### src/hw/rtl/assert_macros.svh
// ----------------------------------------------------------------------------
// Assertion macros
// Shared concurrent assertion wrappers for the arc tessellation RTL.
// ----------------------------------------------------------------------------
`ifndef ASSERT_MACROS_SVH
`define ASSERT_MACROS_SVH
`ifndef SYNTH
`define ATPV_ASSERT(lbl, clk, rstn, prop) \
    lbl: assert property (@(posedge clk) disable iff (!rstn) (prop)) \
        else $error("atpv assertion failed");
`define ATPV_ASSERT_IMP(lbl, clk, rstn, ante, cons) \
    lbl: assert property (@(posedge clk) disable iff (!rstn) (ante) |-> (cons)) \
        else $error("atpv implication failed");
`define ATPV_ASSERT_NXT(lbl, clk, rstn, ante, cons) \
    lbl: assert property (@(posedge clk) disable iff (!rstn) (ante) |=> (cons)) \
        else $error("atpv next-cycle implication failed");
`else
`define ATPV_ASSERT(lbl, clk, rstn, prop)
`define ATPV_ASSERT_IMP(lbl, clk, rstn, ante, cons)
`define ATPV_ASSERT_NXT(lbl, clk, rstn, ante, cons)
`endif
`endif

### src/hw/rtl/atpv_pkg.sv
// ----------------------------------------------------------------------------
// atpv_pkg
// Types, constants and the arctangent table of the arc tessellation block.
// ----------------------------------------------------------------------------
`default_nettype none
package atpv_pkg;

    localparam int XY_W         = 28;
    localparam int Z_W          = 34;
    localparam int GAIN_W       = 33;
    localparam int PROD_W       = XY_W + GAIN_W;
    localparam int CORDIC_STEPS = 24;
    localparam int STEP_W       = 5;
    localparam int SWEEP4_W     = 18;

    localparam logic signed [Z_W-1:0]    QUARTER_TURN = 34'sd1073741824;
    localparam logic signed [GAIN_W-1:0] GAIN_COMP    = 33'sd2608131496;

    typedef struct packed {
        logic signed [31:0] focal_x;
        logic signed [31:0] focal_y;
        logic signed [15:0] axis_x;
        logic signed [15:0] axis_y;
        logic [15:0]        sweep_angle;
        logic [30:0]        arc_radius;
        logic [4:0]         segment_count;
    } arc_in_t;

    typedef struct packed {
        logic signed [31:0] vertex_x;
        logic signed [31:0] vertex_y;
        logic [3:0]         vertex_index;
        logic               last_vertex;
    } vertex_out_t;

    typedef enum logic [3:0] {
        ST_IDLE,
        ST_DIV,
        ST_ANGLE,
        ST_CORDIC,
        ST_GAIN_X,
        ST_GAIN_Y,
        ST_RAD_X,
        ST_RAD_Y,
        ST_SUM,
        ST_OUT
    } state_t;

    // Arctangent of 2^-k in units of 2^-32 turn.
    function automatic logic signed [Z_W-1:0] atan_lut(input logic [STEP_W-1:0] k);
        logic signed [Z_W-1:0] v;
        case (k)
            5'd0:    v = 34'sd536870912;
            5'd1:    v = 34'sd316933405;
            5'd2:    v = 34'sd167458907;
            5'd3:    v = 34'sd85004756;
            5'd4:    v = 34'sd42667331;
            5'd5:    v = 34'sd21354465;
            5'd6:    v = 34'sd10680862;
            5'd7:    v = 34'sd5340245;
            5'd8:    v = 34'sd2670163;
            5'd9:    v = 34'sd1335086;
            5'd10:   v = 34'sd667544;
            5'd11:   v = 34'sd333772;
            5'd12:   v = 34'sd166886;
            5'd13:   v = 34'sd83443;
            5'd14:   v = 34'sd41721;
            5'd15:   v = 34'sd20860;
            5'd16:   v = 34'sd10430;
            5'd17:   v = 34'sd5215;
            5'd18:   v = 34'sd2607;
            5'd19:   v = 34'sd1303;
            5'd20:   v = 34'sd651;
            5'd21:   v = 34'sd325;
            5'd22:   v = 34'sd162;
            5'd23:   v = 34'sd81;
            default: v = '0;
        endcase
        return v;
    endfunction

endpackage
`default_nettype wire

### src/hw/rtl/atpv_div.sv
// ----------------------------------------------------------------------------
// atpv_div
// Restoring divider, one quotient bit per cycle, for the angle step.
// ----------------------------------------------------------------------------
`default_nettype none
module atpv_div #(
    parameter int DV_W = 5
) (
    input  wire logic                          aclk,
    input  wire logic                          aresetn,
    input  wire logic                          start,
    input  wire logic [atpv_pkg::SWEEP4_W-1:0] dividend,
    input  wire logic [DV_W-1:0]               divisor,
    output logic                               done,
    output logic [atpv_pkg::SWEEP4_W-1:0]      quotient,
    output logic [DV_W-1:0]                    remainder
);
    import atpv_pkg::*;

    logic [SWEEP4_W-1:0] quo_reg, quo_next;
    logic [DV_W-1:0]     rem_reg, rem_next;
    logic [DV_W-1:0]     dvs_reg;
    logic [4:0]          cnt_reg, cnt_next;
    logic                busy_reg, busy_next;
    logic                done_reg, done_next;
    logic [DV_W:0]       trial;
    logic [DV_W:0]       diff;

    always_comb begin
        trial     = {rem_reg, quo_reg[SWEEP4_W-1]};
        diff      = trial - {1'b0, dvs_reg};
        quo_next  = quo_reg;
        rem_next  = rem_reg;
        cnt_next  = cnt_reg;
        busy_next = busy_reg;
        done_next = 1'b0;
        if (start) begin
            quo_next  = dividend;
            rem_next  = '0;
            cnt_next  = '0;
            busy_next = 1'b1;
        end else if (busy_reg) begin
            if (trial >= {1'b0, dvs_reg}) begin
                rem_next = diff[DV_W-1:0];
                quo_next = {quo_reg[SWEEP4_W-2:0], 1'b1};
            end else begin
                rem_next = trial[DV_W-1:0];
                quo_next = {quo_reg[SWEEP4_W-2:0], 1'b0};
            end
            cnt_next = cnt_reg + 5'd1;
            if (cnt_reg == 5'(SWEEP4_W - 1)) begin
                busy_next = 1'b0;
                done_next = 1'b1;
            end
        end
    end

    always_ff @(posedge aclk) begin
        if (!aresetn) begin
            busy_reg <= 1'b0;
            done_reg <= 1'b0;
            cnt_reg  <= '0;
        end else begin
            busy_reg <= busy_next;
            done_reg <= done_next;
            cnt_reg  <= cnt_next;
        end
    end

    always_ff @(posedge aclk) begin
        quo_reg <= quo_next;
        rem_reg <= rem_next;
        if (start) begin
            dvs_reg <= divisor;
        end
    end

    assign done      = done_reg;
    assign quotient  = quo_reg;
    assign remainder = rem_reg;

endmodule
`default_nettype wire

### src/hw/rtl/atpv_cordic.sv
// ----------------------------------------------------------------------------
// atpv_cordic
// Iterative rotation CORDIC with quadrant pre-rotation, one step per cycle.
// ----------------------------------------------------------------------------
`default_nettype none
module atpv_cordic (
    input  wire logic                              aclk,
    input  wire logic                              aresetn,
    input  wire logic                              start,
    input  wire logic signed [atpv_pkg::XY_W-1:0]  x_in,
    input  wire logic signed [atpv_pkg::XY_W-1:0]  y_in,
    input  wire logic signed [atpv_pkg::Z_W-1:0]   z_in,
    output logic                                   done,
    output logic signed [atpv_pkg::XY_W-1:0]       x_out,
    output logic signed [atpv_pkg::XY_W-1:0]       y_out
);
    import atpv_pkg::*;

    logic signed [XY_W-1:0] x_reg, x_next, y_reg, y_next;
    logic signed [Z_W-1:0]  z_reg, z_next;
    logic [STEP_W-1:0]      k_reg, k_next;
    logic                   busy_reg, busy_next;
    logic                   done_reg, done_next;
    logic signed [XY_W-1:0] dx, dy;
    logic signed [Z_W-1:0]  at;

    always_comb begin
        dx        = y_reg >>> k_reg;
        dy        = x_reg >>> k_reg;
        at        = atan_lut(k_reg);
        x_next    = x_reg;
        y_next    = y_reg;
        z_next    = z_reg;
        k_next    = k_reg;
        busy_next = busy_reg;
        done_next = 1'b0;
        if (start) begin
            k_next    = '0;
            busy_next = 1'b1;
            if (z_in > QUARTER_TURN) begin
                x_next = -y_in;
                y_next = x_in;
                z_next = z_in - QUARTER_TURN;
            end else if (z_in < -QUARTER_TURN) begin
                x_next = y_in;
                y_next = -x_in;
                z_next = z_in + QUARTER_TURN;
            end else begin
                x_next = x_in;
                y_next = y_in;
                z_next = z_in;
            end
        end else if (busy_reg) begin
            if (!z_reg[Z_W-1]) begin
                x_next = x_reg - dx;
                y_next = y_reg + dy;
                z_next = z_reg - at;
            end else begin
                x_next = x_reg + dx;
                y_next = y_reg - dy;
                z_next = z_reg + at;
            end
            k_next = k_reg + 5'd1;
            if (k_reg == 5'(CORDIC_STEPS - 1)) begin
                busy_next = 1'b0;
                done_next = 1'b1;
            end
        end
    end

    always_ff @(posedge aclk) begin
        if (!aresetn) begin
            busy_reg <= 1'b0;
            done_reg <= 1'b0;
            k_reg    <= '0;
        end else begin
            busy_reg <= busy_next;
            done_reg <= done_next;
            k_reg    <= k_next;
        end
    end

    always_ff @(posedge aclk) begin
        x_reg <= x_next;
        y_reg <= y_next;
        z_reg <= z_next;
    end

    assign done  = done_reg;
    assign x_out = x_reg;
    assign y_out = y_reg;

endmodule
`default_nettype wire

### src/hw/rtl/atpv_mul.sv
// ----------------------------------------------------------------------------
// atpv_mul
// Shared signed multiplier with a registered product.
// ----------------------------------------------------------------------------
`default_nettype none
module atpv_mul (
    input  wire logic                                aclk,
    input  wire logic signed [atpv_pkg::XY_W-1:0]    a,
    input  wire logic signed [atpv_pkg::GAIN_W-1:0]  b,
    output logic signed [atpv_pkg::PROD_W-1:0]       prod
);
    import atpv_pkg::*;

    logic signed [PROD_W-1:0] prod_reg;

    always_ff @(posedge aclk) begin
        prod_reg <= PROD_W'(a) * PROD_W'(b);
    end

    assign prod = prod_reg;

endmodule
`default_nettype wire

### src/hw/rtl/arc_to_polygon_vertices.sv
// ----------------------------------------------------------------------------
// arc_to_polygon_vertices
// Tessellates one arc per input transaction into a run of polygon vertices.
// ----------------------------------------------------------------------------
// Each input transaction describes an arc; the block emits between 2 and
// MAX_VERTICES result transactions, one per vertex, spread evenly over the
// sweep and symmetric about the axis, the final one flagged by last_vertex.
// The block handles one arc at a time and is not ready while it works. An
// arc first runs the serial divider that forms the angle step (18 quotient
// bits, one per cycle); then each vertex forms its angle, runs the CORDIC
// rotation (24 steps of the shared shift and add unit), passes through the
// shared multiplier for gain removal and radius scaling, and ends in the
// result transaction, which waits while the consumer holds m_ready low.
`default_nettype none
`include "assert_macros.svh"
module arc_to_polygon_vertices #(
    parameter int MAX_VERTICES = 16
) (
    input  wire logic                  aclk,
    input  wire logic                  aresetn,
    input  wire logic                  s_valid,
    output logic                       s_ready,
    input  wire atpv_pkg::arc_in_t     s_data,
    output logic                       m_valid,
    input  wire logic                  m_ready,
    output atpv_pkg::vertex_out_t      m_data
);
    import atpv_pkg::*;

    // d = n-1 never exceeds MAX_VERTICES-1; the divisor is 2d.
    localparam int D_W  = (MAX_VERTICES > 2) ? $clog2(MAX_VERTICES) : 1;
    localparam int DV_W = D_W + 1;
    localparam int IW   = (D_W > 4) ? D_W : 4;

    state_t state_reg, state_next;

    arc_in_t                arc_reg;
    logic [D_W-1:0]         d_reg;
    logic [SWEEP4_W-1:0]    qstep_reg, q_reg;
    logic [DV_W-1:0]        rstep_reg, r_reg;
    logic [IW-1:0]          i_reg;
    logic signed [XY_W-1:0] gx_reg, gy_reg;
    logic signed [38:0]     rx_reg;
    vertex_out_t            out_reg;

    logic [7:0]             n_clamp;
    logic [7:0]             d_full;
    logic [D_W-1:0]         d_in;
    logic                   div_start, div_done;
    logic [SWEEP4_W-1:0]    div_q;
    logic [DV_W-1:0]        div_r;
    logic                   cordic_start, cordic_done;
    logic signed [XY_W-1:0] cx, cy, ax_s, ay_s;
    logic signed [18:0]     ang_diff;
    logic signed [Z_W-1:0]  ang;
    logic signed [XY_W-1:0] mul_a;
    logic signed [GAIN_W-1:0] mul_b;
    logic signed [PROD_W-1:0] prod;
    logic signed [PROD_W-1:0] gain_rnd, rad_rnd;
    logic signed [39:0]     sum_x, sum_y;
    logic signed [31:0]     sat_x, sat_y;
    logic                   is_last;
    logic [SWEEP4_W-1:0]    q_adv;
    logic [DV_W:0]          r_sum;
    logic [DV_W:0]          two_d;

    // Clamp the requested count to 2..MAX_VERTICES.
    always_comb begin
        if (s_data.segment_count < 5'd2) begin
            n_clamp = 8'd2;
        end else if ({3'b000, s_data.segment_count} > 8'(MAX_VERTICES)) begin
            n_clamp = 8'(MAX_VERTICES);
        end else begin
            n_clamp = {3'b000, s_data.segment_count};
        end
        d_full = n_clamp - 8'd1;
        d_in   = d_full[D_W-1:0];
    end

    // Angle of the current vertex in 2^-32 turn units: (q - sweep) * 2^15.
    assign ang_diff = $signed({1'b0, q_reg}) - $signed({3'b000, arc_reg.sweep_angle});
    assign ang      = {ang_diff, 15'd0};
    assign ax_s     = {{(XY_W-24){arc_reg.axis_x[15]}}, arc_reg.axis_x, 8'd0};
    assign ay_s     = {{(XY_W-24){arc_reg.axis_y[15]}}, arc_reg.axis_y, 8'd0};

    atpv_div #(.DV_W(DV_W)) u_div (
        .aclk      (aclk),
        .aresetn   (aresetn),
        .start     (div_start),
        .dividend  ({s_data.sweep_angle, 2'b00}),
        .divisor   ({d_in, 1'b0}),
        .done      (div_done),
        .quotient  (div_q),
        .remainder (div_r)
    );

    atpv_cordic u_cordic (
        .aclk    (aclk),
        .aresetn (aresetn),
        .start   (cordic_start),
        .x_in    (ax_s),
        .y_in    (ay_s),
        .z_in    (ang),
        .done    (cordic_done),
        .x_out   (cx),
        .y_out   (cy)
    );

    atpv_mul u_mul (
        .aclk (aclk),
        .a    (mul_a),
        .b    (mul_b),
        .prod (prod)
    );

    // Rounding of the registered product, ties toward plus infinity.
    assign gain_rnd = (prod + (PROD_W'(1) <<< 31)) >>> 32;
    assign rad_rnd  = (prod + (PROD_W'(1) <<< 21)) >>> 22;

    always_comb begin
        sum_x = {rx_reg[38], rx_reg} + {{8{arc_reg.focal_x[31]}}, arc_reg.focal_x};
        sum_y = {rad_rnd[38], rad_rnd[38:0]} + {{8{arc_reg.focal_y[31]}}, arc_reg.focal_y};
        if (sum_x > 40'sd2147483647) begin
            sat_x = 32'sh7FFFFFFF;
        end else if (sum_x < -40'sd2147483648) begin
            sat_x = 32'sh80000000;
        end else begin
            sat_x = sum_x[31:0];
        end
        if (sum_y > 40'sd2147483647) begin
            sat_y = 32'sh7FFFFFFF;
        end else if (sum_y < -40'sd2147483648) begin
            sat_y = 32'sh80000000;
        end else begin
            sat_y = sum_y[31:0];
        end
    end

    // Next vertex: numerator grows by 4*sweep = qstep*2d + rstep.
    always_comb begin
        is_last = (i_reg == IW'(d_reg));
        two_d   = {1'b0, d_reg, 1'b0};
        r_sum   = {1'b0, r_reg} + {1'b0, rstep_reg};
        q_adv   = q_reg + qstep_reg;
        if (r_sum >= two_d) begin
            q_adv = q_reg + qstep_reg + SWEEP4_W'(1);
            r_sum = r_sum - two_d;
        end
    end

    // Next-state logic.
    always_comb begin
        state_next = state_reg;
        case (state_reg)
            ST_IDLE:   if (s_valid) state_next = ST_DIV;
            ST_DIV:    if (div_done) state_next = ST_ANGLE;
            ST_ANGLE:  state_next = ST_CORDIC;
            ST_CORDIC: if (cordic_done) state_next = ST_GAIN_X;
            ST_GAIN_X: state_next = ST_GAIN_Y;
            ST_GAIN_Y: state_next = ST_RAD_X;
            ST_RAD_X:  state_next = ST_RAD_Y;
            ST_RAD_Y:  state_next = ST_SUM;
            ST_SUM:    state_next = ST_OUT;
            ST_OUT: begin
                if (m_ready) begin
                    state_next = out_reg.last_vertex ? ST_IDLE : ST_ANGLE;
                end
            end
            default:   state_next = ST_IDLE;
        endcase
    end

    // Output and operand-select logic.
    always_comb begin
        s_ready      = 1'b0;
        m_valid      = 1'b0;
        div_start    = 1'b0;
        cordic_start = 1'b0;
        mul_a        = gx_reg;
        mul_b        = $signed({2'b00, arc_reg.arc_radius});
        case (state_reg)
            ST_IDLE: begin
                s_ready   = 1'b1;
                div_start = s_valid;
            end
            ST_ANGLE:  cordic_start = 1'b1;
            ST_GAIN_X: begin
                mul_a = cx;
                mul_b = GAIN_COMP;
            end
            ST_GAIN_Y: begin
                mul_a = cy;
                mul_b = GAIN_COMP;
            end
            ST_RAD_X:  mul_a = gx_reg;
            ST_RAD_Y:  mul_a = gy_reg;
            ST_OUT:    m_valid = 1'b1;
            default: begin
            end
        endcase
    end

    always_ff @(posedge aclk) begin
        if (!aresetn) begin
            state_reg <= ST_IDLE;
        end else begin
            state_reg <= state_next;
        end
    end

    // Datapath registers; payload only, no reset needed.
    always_ff @(posedge aclk) begin
        case (state_reg)
            ST_IDLE: begin
                if (s_valid) begin
                    arc_reg <= s_data;
                    d_reg   <= d_in;
                end
            end
            ST_DIV: begin
                if (div_done) begin
                    qstep_reg <= div_q;
                    rstep_reg <= div_r;
                    q_reg     <= '0;
                    r_reg     <= DV_W'(d_reg);
                    i_reg     <= '0;
                end
            end
            ST_GAIN_Y: gx_reg <= gain_rnd[XY_W-1:0];
            ST_RAD_X:  gy_reg <= gain_rnd[XY_W-1:0];
            ST_RAD_Y:  rx_reg <= rad_rnd[38:0];
            ST_SUM: begin
                out_reg.vertex_x     <= sat_x;
                out_reg.vertex_y     <= sat_y;
                out_reg.vertex_index <= i_reg[3:0];
                out_reg.last_vertex  <= is_last;
            end
            ST_OUT: begin
                if (m_ready && !out_reg.last_vertex) begin
                    q_reg <= q_adv;
                    r_reg <= r_sum[DV_W-1:0];
                    i_reg <= i_reg + IW'(1);
                end
            end
            default: begin
            end
        endcase
    end

    assign m_data = out_reg;

    `ATPV_ASSERT_IMP(a_cordic_done_owned, aclk, aresetn, cordic_done, state_reg == ST_CORDIC)
    `ATPV_ASSERT_IMP(a_div_done_owned, aclk, aresetn, div_done, state_reg == ST_DIV)
    `ATPV_ASSERT_NXT(a_last_frees_input, aclk, aresetn, m_valid && m_ready && m_data.last_vertex, s_ready)
    `ATPV_ASSERT_IMP(a_index_in_range, aclk, aresetn, m_valid, i_reg <= IW'(d_reg))

endmodule
`default_nettype wire
### config.mk
export PLATFORM = sky130hd
export DESIGN_NAME = arc_to_polygon_vertices
export DESIGN_NICKNAME = d
export VERILOG_FILES = /design/src/hw/rtl/atpv_pkg.sv /design/src/hw/rtl/atpv_div.sv /design/src/hw/rtl/atpv_cordic.sv /design/src/hw/rtl/atpv_mul.sv /design/src/hw/rtl/arc_to_polygon_vertices.sv
export VERILOG_INCLUDE_DIRS = /design/src /design/src/hw/rtl
export SDC_FILE = /design/constraint.sdc
export NUM_CORES = 2
export LEC_CHECK = 0
export BUFFER_PORTS_ARGS = -buffer_cell sky130_fd_sc_hd__buf_2
export CORE_MARGIN = 2
export CORE_UTILIZATION = 65
export CTS_CLUSTER_SIZE = 28
export DETAILED_ROUTE_END_ITERATION = 6
export GPL_TIMING_DRIVEN = 0
export PLACE_DENSITY_LB_ADDON = 0.2
export SLEW_MARGIN = 5
export SYNTH_ARGS = -nofsm -noshare
export SYNTH_HDL_FRONTEND = slang
export SYNTH_SLANG_ARGS = --single-unit
### constraint.sdc
create_clock -name aclk -period 12.21 [get_ports aclk]
set_clock_uncertainty 0.15 [all_clocks]
set_input_delay 0.6105 -clock aclk [delete_from_list [all_inputs] [get_ports aclk]]
set_output_delay 0.6105 -clock aclk [all_outputs]
set_load 0.02 [all_outputs]
; Yosys cells after proc, flatten, opt, wreduce, memory -nomap -nowiden
; Memories as Yosys holds them, arrays and structs flattened. A register that Yosys moved wholly into a read port is not among the register bits.
; Index checks and enable logic that the tools add are counted.
[totals]
register_bits = 557
romBits = 960
inputBits = 152
wordCells = 163
memories = 1
[classes]
add_sub_neg = 24
multipliers = 1
order_cmp = 10
eq_ne = 17
n_shift = 2
muxes = 56
n_bitwise = 3
reduce_logical = 15
[mem_list]
columns = memory, words, word_bits, read_ports, rd_clocked_by_memory_dff, write_ports, line
row1 = (no name shown), 32, 30, 1, 1, 0, atpv_pkg.sv:52  ; case (k)
[ops]
columns = operator, count
row1 = $mux W28, 10
row2 = $mux W34, 5
row3 = $mux W32, 3
row4 = $mux W18, 5
row5 = $pmux W28 S3, 1
row6 = $add A39 B32 Y40, 2
row7 = $gt A40 B32 Y1 const B, 2
row8 = $lt A40 B32 Y1 const B, 2
row9 = $add A61 B23 Y61 const B, 1
row10 = $mul A28 B33 Y61, 1
row11 = $add A60 B33 Y60 const B, 1
row12 = $add A28 B28 Y28, 2
row13 = $neg A24 Y28, 2
row14 = $sshr A28 B5 Y28, 2
row15 = $sub A28 B28 Y28, 2
row16 = $pmux W4 S10, 1
row17 = $pmux W18 S2, 1
row18 = $add A34 B32 Y34 const B, 1
row19 = $add A34 B34 Y34, 1
row20 = $gt A34 B32 Y1 const B, 1
row21 = $lt A34 B31 Y1 const B, 1
row22 = $sub A34 B32 Y34 const B, 1
row23 = $sub A34 B34 Y34, 1
row24 = $mux W4, 8
row25 = 34 further kinds, 71

; Longest topological paths before layout
[depth]
depth_word = 5
ltp_mapped = 34
depth_no_buf = 30

; Hierarchy
; A second synthesis with hierarchy kept.
[unflattened]
cells_unflattened = 7694
hier_area_um2 = 73192.7
[modules_own_cells]
columns = mod, instances, cells_each, area_each_um2, seq_area_each_um2
row1 = atpv_mul, 1, 3618, 34023.9, 1221.2
row2 = arc_to_polygon_vertices, 1, 1816, 20498.4, 10920.5
row3 = atpv_cordic, 1, 2128, 17028.8, 3443.3
row4 = atpv_div, 1, 132, 1641.6, 930.9

; Least setup slack after synthesis
; No wires, ideal clock.
[synth_path]
path_kind = register -> register
startpoint = register state_reg[1]
endpoint = register u_mul.prod_reg[52], in the netlist u_mul.prod[52]
setup_ns = 0.072
arrival_ns = 9.413
path_slack_ns = 2.576
stages_incl_launch_ff = 30
path_buffers = 4
period_less_slack_ns = 9.634
cell_sequence = dfxtp_1 buf_2 and4b_1 clkbuf_1 clkbuf_1 a221oi_1 clkbuf_1 nor2_1 fa_1 fa_1 fa_1 inv_1 fa_1 inv_1 fa_1 fa_1 fa_1 ha_1 ha_1 and4_1 nor2b_1 a221o_1 nand3_1 o211a_1 a2111oi_0 nor2_1 o41ai_2 a21boi_1 o21bai_1 xor2_1
[synth_via]
elab_chain_len = 4
[synth_rtl]
columns = element, line
row1 = start: declaration, arc_to_polygon_vertices.sv:35  ; state_t state_reg, state_next;
row2 = start signal: assignment, arc_to_polygon_vertices.sv:207  ; state_reg <= state_next;
row3 = $eq A4 B3 Y1, arc_to_polygon_vertices.sv:181  ; case (state_reg)
row4 = $reduce_or A2 Y1 (no line), n/a
row5 = $mux W32, arc_to_polygon_vertices.sv:181
row6 = $mul A28 B33 Y61 (*), atpv_mul.sv:17  ; prod_reg <= PROD_W'(a) * PROD_W'(b);
row7 = end signal: assignment, atpv_mul.sv:17
row8 = end: declaration, atpv_mul.sv:14  ; logic signed [PROD_W-1:0] prod_reg;
; Every way passes the cells marked *; elsewhere a longest branch is shown, timed or not.
; A chain may end at the register's enable or synchronous reset.

; Worst setup path after layout
[layout_path]
startpoint = register state_reg[2]
endpoint = register u_mul.prod_reg[54], in the netlist u_mul.prod[54]
; Same word-level chain as after synthesis.

==> summary.txt <==
Die
  • Core area: 0.100 mm²
  • Initial Utilization: 65.7%
  • DIE HEIGHT: 322 µm
  • Die width: 322 µm
  • FP Rows: 116
  • Die Area: 0.104 mm²
  • Ports: 223

Timing
  • Setup violators final: 0
  • Period utilization: 99.8%
  • Max-slew violation count: 1
  • Relative slew slack: -0.121%
  • Setup tns final: 0 ns
  • F_max: 82.1 MHz
  • Final hold viol count: 0
  • Unrepaired setup endpoints after global routing: no
  • Final Critical Period: 12.19 ns
  • Slew @ Worst Pin: 1.49 ns

GRT
  • Largest net degree at the start of global routing: 57
  • GRT Total Usage: 53.4%
  • Initial antenna violation count: 49
  • Vias in the first global route: 60900
  • First-pass GRT wire length: 398000 µm
  • Congestion Overflow GR: 0

Worst setup path
  • Critical path class: register to register
  • Critical path peak fanout: 10
  • Max incr delay on CP: 1.01 ns
  • Req. time, crit path: 12.71 ns
  • CP Capture Type: register
  • CP delay by family, top: adder cells
  • Crit path buf inv count: 3
  • Critical Path Start: state_reg[2]
  • Slowest CP cell: o21a_1
  • Startpoint Class: register
  • Worst Path Arrival: 12.69 ns
  • R2r setup slk: 0.02 ns
  • Crit path depth: 25
  • Most frequent cell on the critical path: fa_1
  • Worst reg2reg startpoint: state_reg[2]
  • FF-to-FF path depth: 25

Route
  • DRC viols: 36
  • Antenna-violating nets left: 0
  • DRT iter0 DRCs: 9578
  • Mean number of vias per cell: 6.89
  • DR WL/cell: 31.2 µm
  • Total number of vias: 61200
  • Initial DRT Pass Iterations: 7
  • Final wirelength: 277000 µm

Clock tree
  • Max clock buf depth: 3
  • H-tree depth: 2
  • TritonCTS clock tree: done
  • Worst-path clk slew: 0.07 ns
  • Clk_lat worst skew: 0.77 ns
  • Root Buffer: clkbuf_16
  • Clock sink total: 562
  • Inserted Clock Buffers: 61

Yosys
  • EDFF count, synth: 467
  • Primary FF master, synth: edfxtp_1
  • Largest family of logic cells by synthesized area: adder cells
  • Post-Syn Nets: 8446
  • Largest cells by area after synthesis: fa_1 24%, edfxtp_1 21%, ha_1 9.6%, inv_1 5.2%, nor2_1 4.7%
  • Post-Syn Area: 0.0659 mm²
  • Register area share after synthesis: 24.2%
  • Ys Warns: 0
  • Syn avg cell area: 9.41 µm²
  • Top-count cell post-synth: inv_1
  • Synth unique cells: 95
  • Mapped Cells: 7001
  • Post-Synth Adder-Cell Area: 33.5%
  • FFs w/ async S/R, synth: 0%
  • Multiplexer area fraction after synthesis: 3.78%
  • Commonest cells post-synth: 907 x inv_1, 825 x nor2_1, 787 x fa_1
  • Synthesized flop and latch total: 562
  • XOR/XNOR share of the synthesized area: 5.24%
  • Leading area contributor after synthesis: fa_1
  • Top cell type's share of synthesized area: 23.9%
  • Post-synthesis simple-gate area fraction: 14.1%
  • Compound-Gate Fraction of Synth Area: 12.0%

Hold path
  • Min-delay worst type: input pin to register
  • WHS Path Cells: 2
  • Hold_sp: aresetn

Place
  • Hpwl dp: 202000 µm
  • RD Place Congestion: 1.10
  • Port bufs: 222

Flow run
  • Max-Cap Viols: 3

Run status
  • Status: finished, violations left
  • Failing checks: DRC, capacitance limit, slew limit

Cells and area
  • Layout cells sized above 1: 7.76%
  • Nets: 8893
  • Largest register FFs: 143
  • Area grow syn2layout: 10.2%
## path summary, 6_finish.rpt
path,end
max reg2reg,u_mul.prod[54]
min reg2reg,qstep_reg[11]
min,state_reg[1]
max,u_mul.prod[54]
## cells by family after synthesis
| kind of cell | after synthesis |
|---|---|
| fa+ha+maj | 1293 |
| compound gates | 1224 |
| xor+xnor | 394 |
| flops | 562 |
| simple gates | 2124 |
| buf+inv | 1230 |
| mux | 174 |
## stage by stage
stage | hold WS [ns] | area (µm²) | setup WS [ns] | utilization (%) | instances
finish | 0.199 | 72600 | 0.0248 | 72.4 | 8876
CTS | 0.156 | 72500 | 0.0122 | 72.3 | 8856
global placement | 0.286 | 68700 | -0.700 | 68.5 | 8580
global route | 0.177 | 72500 | 0.0871 | 72.3 | 8860
floorplan | 0.277 | 65900 | 2.58 | - | 7001
detailed placement | 0.286 | 69000 | -0.903 | 68.8 | 8600
## placed cells by master (no fill, tap or decap), types with 95 or more instances in the layout
cell type,instances
nand3_1,103
xor2_1,169
o21ai_0,249
clkbuf_1,247
fa_1,787
inv_1,907
a21oi_1,325
nand2_1,729
dfxtp_1,95
ha_1,506
xnor2_1,225
buf_2,248
a21o_1,147
dlygate4sd3_1,143
nor2_1,821
edfxtp_1,467
## routing by layer
metal  GRT usage (%)  vias up  wire length (µm)
li1                -    24400                 -
met1            63.1    29100             91200
met2            74.3     5774            112000
met3            26.1     1877             46100
met4            41.2       56             27900
met5           0.278        -               430
## repair_timing
item                                    CTS  global route
resized for setup                         5            25
buffers inserted                          0             0
endpoints found under the hold margin   143             0
hold buffers                            143             0
endpoints found under the setup margin   21            16
## layout make-up
type | instances | area [µm²]
Antenna cell | 21 | 52.6
Buffer | 317 | 1320
Clock buffer | 68 | 1570
Clock inverter | 45 | 487
Fill cell | 6966 | 27700
Inverter | 911 | 3420
Multi-Input combinational cell | 5209 | 45300
Sequential cell | 562 | 15900
Tap cell | 1357 | 1700
Timing Repair Buffer | 386 | 2810
Power is not shown: default switching activity piles up to over one toggle a cycle in this logic, so the estimate is an artifact.
